File: config.mk
export PLATFORM = sky130hd
export DESIGN_NAME = lru_key_cache_policy_core
export DESIGN_NICKNAME = d
export VERILOG_FILES = /design/src/rtl/lkc_pkg.sv /design/src/rtl/lru_key_cache_policy_core.sv /design/src/rtl/lkc_cell.sv
export SDC_FILE = /design/constraint.sdc
export NUM_CORES = 1
export LEC_CHECK = 0
export BUFFER_PORTS_ARGS = -buffer_cell sky130_fd_sc_hd__buf_2
export CAP_MARGIN = 20
export CORE_ASPECT_RATIO = 1.4
export CORE_MARGIN = 10
export CORE_UTILIZATION = 55
export DETAILED_ROUTE_END_ITERATION = 7
export PLACE_DENSITY = 0.71
export SYNTH_ARGS = -nofsm -noshare
export SYNTH_HDL_FRONTEND = slang
export SYNTH_SLANG_ARGS = --single-unit
File: constraint.sdc
create_clock -name clk -period 4.8 [get_ports clk]
set_input_delay 0.96 -clock clk [delete_from_list [all_inputs] [get_ports clk]]
set_output_delay 0.96 -clock clk [all_outputs]
set_load 0.05 [all_outputs]
File: src/rtl/lkc_pkg.sv
`timescale 1ns / 1ps

package lkc_pkg;

  // Default geometry of the cache.
  localparam int ENTRIES_DEF = 16;
  localparam int KEY_BITS_DEF = 16;

  // Fixed field widths.
  localparam int CAP_BITS = 5;
  localparam int SLOT_BITS = 4;
  localparam int OUTCOME_BITS = 2;

  localparam logic [CAP_BITS-1:0] CAPACITY_RESET = CAP_BITS'(10);

  typedef enum logic [OUTCOME_BITS-1:0] {
    OUTCOME_HIT   = 2'd0,
    OUTCOME_FILL  = 2'd1,
    OUTCOME_EVICT = 2'd2
  } outcome_t;

  // Broadcast control from the top level to every cell.
  typedef struct packed {
    logic fire;      // request resolved this cycle
    logic hit;       // key found somewhere in the stack
    logic evict;     // miss at capacity
    logic fill_new;  // miss below capacity
  } cell_ctrl_t;

endpackage

File: src/rtl/lru_key_cache_policy_core.sv
`timescale 1ns / 1ps
// Flow: an accepted request is held in the key register and resolves in the
//   compare/update stage into the output register once it is free or draining.
// Throughput: one request per cycle while the output side does not stall.
// Reset (rst, synchronous, active high): no slot in use, capacity back to 10,
//   both channels empty. Cell contents are not cleared; the fill count gates them.

module lru_key_cache_policy_core import lkc_pkg::*; #(
  parameter int ENTRIES = ENTRIES_DEF,
  parameter int KEY_BITS = KEY_BITS_DEF
) (
  input  logic                    clk,
  input  logic                    rst,
  // configuration write: capacity
  input  logic                    cfg_valid,
  output logic                    cfg_ready,
  input  logic [CAP_BITS-1:0]     cfg_data,
  // request channel
  input  logic                    in_valid,
  output logic                    in_stall,
  input  logic [KEY_BITS-1:0]     key,
  // result channel
  output logic                    out_valid,
  input  logic                    out_stall,
  output logic [OUTCOME_BITS-1:0] outcome,
  output logic [SLOT_BITS-1:0]    slot,
  output logic [KEY_BITS-1:0]     old_key
);

  localparam int SLOT_W = (ENTRIES > 1) ? $clog2(ENTRIES) : 1;
  localparam int CNT_W  = $clog2(ENTRIES + 1);
  localparam int CMP_W  = ((CNT_W > CAP_BITS) ? CNT_W : CAP_BITS) + 1;

  // The recency stack is a row of cells: cell 0 holds the least recent entry,
  // cell fill_count-1 the most recent. A match ripples a found flag and the
  // hit slot upward; on a hit every cell from the match up takes its upper
  // neighbor and the top cell takes the hit entry. On eviction the whole
  // stack shifts down and the least recent slot is reused at the top.

  logic [CAP_BITS-1:0] capacity;
  logic [CNT_W-1:0]    fill_count;
  logic                busy;
  logic [KEY_BITS-1:0] key_q;
  logic                fire;

  logic [CMP_W-1:0] cap_ext;
  logic [CMP_W-1:0] eff_cap;
  logic [CMP_W-1:0] fill_ext;

  cell_ctrl_t ctrl;

  logic [ENTRIES:0]    found_chain;
  logic [SLOT_W-1:0]   slot_chain [ENTRIES+1];
  logic [SLOT_W-1:0]   entry_slot [ENTRIES];
  logic [KEY_BITS-1:0] entry_key  [ENTRIES];

  assign cfg_ready = 1'b1;

  // Effective capacity: zero acts as one, clamp at the number of cells.
  assign cap_ext  = CMP_W'(capacity);
  assign fill_ext = CMP_W'(fill_count);
  always_comb begin
    if (cap_ext == '0) begin
      eff_cap = CMP_W'(1);
    end else if (cap_ext > CMP_W'(ENTRIES)) begin
      eff_cap = CMP_W'(ENTRIES);
    end else begin
      eff_cap = cap_ext;
    end
  end

  // Request resolves when the output register is free or draining.
  assign fire     = busy && (!out_valid || !out_stall);
  assign in_stall = busy && !fire;

  assign found_chain[0] = 1'b0;
  assign slot_chain[0]  = entry_slot[0];

  assign ctrl.fire     = fire;
  assign ctrl.hit      = found_chain[ENTRIES];
  assign ctrl.fill_new = !found_chain[ENTRIES] && (fill_ext < eff_cap);
  assign ctrl.evict    = !found_chain[ENTRIES] && (fill_ext >= eff_cap);

  for (genvar i = 0; i < ENTRIES; i++) begin : g_cell
    logic [SLOT_W-1:0]   nb_slot;
    logic [KEY_BITS-1:0] nb_key;

    if (i == ENTRIES - 1) begin : g_last
      // never shifts: no upper neighbor
      assign nb_slot = entry_slot[i];
      assign nb_key  = entry_key[i];
    end else begin : g_mid
      assign nb_slot = entry_slot[i+1];
      assign nb_key  = entry_key[i+1];
    end

    lkc_cell #(
      .KEY_BITS (KEY_BITS),
      .SLOT_W   (SLOT_W),
      .CNT_W    (CNT_W),
      .POS      (i)
    ) u_cell (
      .clk            (clk),
      .ctrl           (ctrl),
      .fill_count     (fill_count),
      .req_key        (key_q),
      .found_in       (found_chain[i]),
      .chain_slot_in  (slot_chain[i]),
      .found_out      (found_chain[i+1]),
      .chain_slot_out (slot_chain[i+1]),
      .nb_slot        (nb_slot),
      .nb_key         (nb_key),
      .entry_slot     (entry_slot[i]),
      .entry_key      (entry_key[i])
    );
  end

  // Control and configuration.
  always_ff @(posedge clk) begin
    if (rst) begin
      capacity   <= CAPACITY_RESET;
      fill_count <= '0;
      busy       <= 1'b0;
      out_valid  <= 1'b0;
    end else begin
      if (cfg_valid && cfg_ready) begin
        capacity <= cfg_data;
      end
      if (in_valid && !in_stall) begin
        busy <= 1'b1;
      end else if (fire) begin
        busy <= 1'b0;
      end
      if (fire) begin
        out_valid <= 1'b1;
      end else if (!out_stall) begin
        out_valid <= 1'b0;
      end
      if (fire && ctrl.fill_new) begin
        fill_count <= fill_count + CNT_W'(1);
      end
    end
  end

  // Payload registers.
  always_ff @(posedge clk) begin
    if (in_valid && !in_stall) begin
      key_q <= key;
    end
    if (fire) begin
      if (ctrl.hit) begin
        outcome <= OUTCOME_HIT;
        slot    <= SLOT_BITS'(slot_chain[ENTRIES]);
        old_key <= '0;
      end else if (ctrl.fill_new) begin
        outcome <= OUTCOME_FILL;
        slot    <= SLOT_BITS'(fill_count);
        old_key <= '0;
      end else begin
        outcome <= OUTCOME_EVICT;
        slot    <= SLOT_BITS'(slot_chain[ENTRIES]);
        old_key <= entry_key[0];
      end
    end
  end

  a_fill_bound: assert property (@(posedge clk) disable iff (rst)
    fill_count <= CNT_W'(ENTRIES))
    else $error("fill count above cell count");

  a_fill_step: assert property (@(posedge clk) disable iff (rst)
    fire && ctrl.fill_new |=> fill_count == $past(fill_count) + CNT_W'(1))
    else $error("fill count did not advance on a fill");

  a_evict_nonempty: assert property (@(posedge clk) disable iff (rst)
    fire && ctrl.evict |-> fill_count != '0)
    else $error("eviction with an empty stack");

  a_result_follows: assert property (@(posedge clk) disable iff (rst)
    fire |=> out_valid && !busy || out_valid && $past(in_valid && !in_stall))
    else $error("resolved request lost");

endmodule

File: src/rtl/lkc_cell.sv
`timescale 1ns / 1ps

module lkc_cell import lkc_pkg::*; #(
  parameter int KEY_BITS = KEY_BITS_DEF,
  parameter int SLOT_W = 4,
  parameter int CNT_W = 5,
  parameter int POS = 0
) (
  input  logic                clk,
  input  cell_ctrl_t          ctrl,
  input  logic [CNT_W-1:0]    fill_count,
  input  logic [KEY_BITS-1:0] req_key,
  // compare chain from the less recent neighbor
  input  logic                found_in,
  input  logic [SLOT_W-1:0]   chain_slot_in,
  output logic                found_out,
  output logic [SLOT_W-1:0]   chain_slot_out,
  // entry of the more recent neighbor
  input  logic [SLOT_W-1:0]   nb_slot,
  input  logic [KEY_BITS-1:0] nb_key,
  // own entry
  output logic [SLOT_W-1:0]   entry_slot,
  output logic [KEY_BITS-1:0] entry_key
);

  logic in_use;
  logic is_top;
  logic at_fill;
  logic match;

  assign in_use  = CNT_W'(POS) < fill_count;
  assign is_top  = CNT_W'(POS + 1) == fill_count;
  assign at_fill = CNT_W'(POS) == fill_count;
  assign match   = in_use && (entry_key == req_key);

  // First match wins; with no match the chain carries the least recent slot.
  assign found_out      = found_in | match;
  assign chain_slot_out = (!found_in && match) ? entry_slot : chain_slot_in;

  always_ff @(posedge clk) begin
    if (ctrl.fire) begin
      if ((ctrl.hit || ctrl.evict) && is_top) begin
        entry_slot <= chain_slot_out;
        entry_key  <= req_key;
      end else if ((ctrl.evict || (ctrl.hit && found_out)) && in_use && !is_top) begin
        entry_slot <= nb_slot;
        entry_key  <= nb_key;
      end else if (ctrl.fill_new && at_fill) begin
        entry_slot <= SLOT_W'(POS);
        entry_key  <= req_key;
      end
    end
  end

endmodule
==> key figures <==
Critical path
  • Crit path launch type: register
  • CP arrival: 4750 ps
  • CP most frequent cell: nand2_1
  • Slowest stage delay, CP: slightly below 800 ps
  • Crit Path Max Fanout: 20
  • Crit path required time: 5100 ps
  • Worst path cell trace: nand2_1, nand2_1, nand4_1, nor2_1, nor4b_4, buf_4, nand2_1, nor2_1, a211oi_2, buf_4, mux2_2
  • Worst setup EP type: register
  • Crit path max-delay cell type: dfxtp_1
  • Crit Path Class: register to register

Global route
  • First-pass GRT wire length: around 94 mm
  • Vias in the first global route: 15470
  • Pin count of the biggest net entering global routing: 33
  • GRT Util Overall: 26.51%
  • GR Overflow Total: 0
  • Initial antenna violation count: 1

Floorplanning
  • Core Footprint: 38290 µm²
  • Std-Cell Rows: 85
  • Die area: 47000 µm²
  • Die X: roughly 190 µm
  • Starting Density: 55.48%
  • Boundary Pins: 51
  • Die Height: 252.5 µm

STA
  • TNS Setup: 0 ps
  • Hold slack: 492.8 ps
  • Fmax: between 0.2 and 0.25 GHz
  • Worst-margin pin slew: 904.0 ps
  • Tmin final: 4443 ps
  • Pins Over Slew Limit: 0
  • Period utilization: 92.56%
  • Final Hold Fails: 0
  • Clock Skews: 16.77 ps
  • Slew HR: roughly two fifths
  • # setup viols final: 0
  • RSZ-0062 raised after global routing: false

Yosys
  • Cells after synthesis: 1782
  • Top FF cell, synth: edfxtp_1
  • Synth warn: 0
  • Number of synthesized register bits: 370
  • Synth async-reset ratio: 0%
  • Post-Syn Nets: approximately 1800
  • Share of the synthesized area in the top cell type: just over 50%
  • Post-synth EDFFs: 358
  • Netlist cell types: between 80 and 90
  • Cell taking the most area after synthesis: edfxtp_1
  • Top-count cell post-synth: edfxtp_1
  • Largest cells by area after synthesis: edfxtp_1 (51%), mux2_2 (9.2%), xor2_1 (6.8%), xnor2_1 (4.0%), mux2_1 (2.9%)
  • Syn avg cell area: 11.92 µm²
  • Synth cell count leaders: edfxtp_1 (358), mux2_2 (173), xor2_1 (165), nand2_1 (138), xnor2_1 (96)
  • Mapped cell area: about 21000 µm²
  • Sequential share of the synthesized area: about half

Min path
  • Hold WC Path Type: register to register

Clocking
  • CTS buffer count: 39
  • CTS tree: done
  • Clk slew on worst S/H paths: ~60 ps
  • # hold bufs at CTS: 0
  • PostCTS Resize Cnt: 0
  • Skew-Pair Late Insertion Delay: roughly 560 ps
  • Htree depth: 2
  • Root buf cell: clkbuf_16
  • Clk buf depth: 3
  • Clock sinks: 370
  • Post-CTS Setup Repair Bufs: 0

Cells and area
  • Fillers: 3064
  • # nets final: 1902
  • Multi-input logic area: 9497 µm²
  • Area Overhead vs Synth: 13.24%
  • Layout cells sized above 1: between 20 and 25%
  • # diodes: 0
  • Register area: 10990 µm²

Place
  • DP HPWL: 47.13 mm
  • PortBufs: 49
  • GPL Wtd Cong: 0.9675

Pwr
  • Total power: around 0.0074 W
  • VDD IR max: 0.2841 mV
  • Leak: 8.230 nW
  • PwrDens: 306.9 nW/µm²

Detailed routing
  • Routed WL: 62.11 mm
  • ANT nets after route: 0
  • Starting DRT DRC Count: 1080
  • Post-route DRC: 0
  • Vias: 14800
  • DR WL/cell: 26.16 µm
  • 1st-pass router iterations: 5
  • Via-to-Cell Ratio: 6.235

Flow run
  • Count of max-cap constraint violations: 0

Outcome
  • Status: finished, final reports clean
## layer usage
metal | up-vias | routed length (µm) | track usage [%]
met5 | - | 12 | 0
met3 | 216 | 2531 | 3.380
met2 | 483 | 33440 | 49.40
met4 | 2 | 4608 | 17.25
li1 | 6765 | - | -
met1 | 7335 | 21510 | 26.90
## worst max-delay path: cells and delay by family (launching register included)
family                 cells  cell delay, ps
flip-flops                 1             770
buffers and inverters      2             530
AO/OA/AOI/OAI              1             290
multiplexers               1             380
AND/OR/NAND/NOR            7            2210
## cells in the final DEF, fill, tap and decap left out, types with 8 or more instances in the layout
cell type and n:
o22ai_1 20, buf_4 90, mux2_2 173, clkbuf_16 40
a21oi_1 48, or3_1 8, mux2_1 55, nand2_1 138
dfxtp_1 12, ha_1 8, nor4_1 61, a21o_1 8
nand4_1 34, edfxtp_1 358, or2_2 10, mux2i_1 13
or4_1 8, nor2b_1 16, nand4b_1 8, nand3_1 49
buf_2 49, o21ai_0 30, and2_1 27, nor2_1 81
xor2_1 165, and3_1 8, inv_1 36, xnor2_1 96
o22a_1 11, nor3_1 24, a31oi_1 10, buf_12 28
## flip-flops by register name, indices dropped and copies added (netlist names)
signal,count
capacity,5
g_cell.u_cell.entry_key,256
out_valid,1
slot,4
g_cell.u_cell.entry_slot,64
fill_count,5
busy,1
key_q,16
outcome,2
old_key,16
## stage by stage
| step | worst slack (ps) | area, µm² | cells | util [%] |
|---|---|---|---|---|
| finish | 357.0 | 24060 | 2374 | 62.83 |
| global route | 275.3 | 24060 | 2374 | 62.83 |
| CTS | 479.9 | 24030 | 2373 | 62.76 |
| detailed placement | 517.3 | 22720 | 2304 | 59.35 |
| global placement | 467.3 | 22710 | 2303 | 59.31 |
| floorplan | 396.6 | 21240 | 1782 | - |
## path summary, 6_finish.rpt
path	depth (start not counted)	end	startpoint	slack [ps]
worst min register to register	2	out_valid	busy	490
worst max-delay path	11	g_cell[12].u_cell.entry_key[15]	fill_count[0]	360
worst min-delay path	2	out_valid	busy	490
worst max register to register	11	g_cell[12].u_cell.entry_key[15]	fill_count[0]	360
## final cells by class
class,instances,area share (%)
timing repair buffer,169,6.335
multi-input combinational,1250,39.48
clock inverter,22,1.149
sequential,370,45.69
clock buffer,47,4.270
tap,478,2.486
inverter,38,0.5929
## kinds of logic after synthesis
kind of cell,Yosys count,synth area share (%)
and+or+nand+nor,530,13.56
DFF,370,51.74
xor gates and xnor gates,261,10.76
muxes,241,12.70
AOI/OAI and AO/OA,209,6.844
buffers and inverters,162,3.905
adders and majority gates,8,0.4712
other,1,0.01765
## where the power goes
part | switching, W | internal, W
logic | 0.000380 | 0.000240
clock network | 0.00130 | 0.00185
registers | 0.0000390 | 0.00357
total | 0.00171 | 0.00567
No activity file was read; power rests on OpenSTA's default activity.
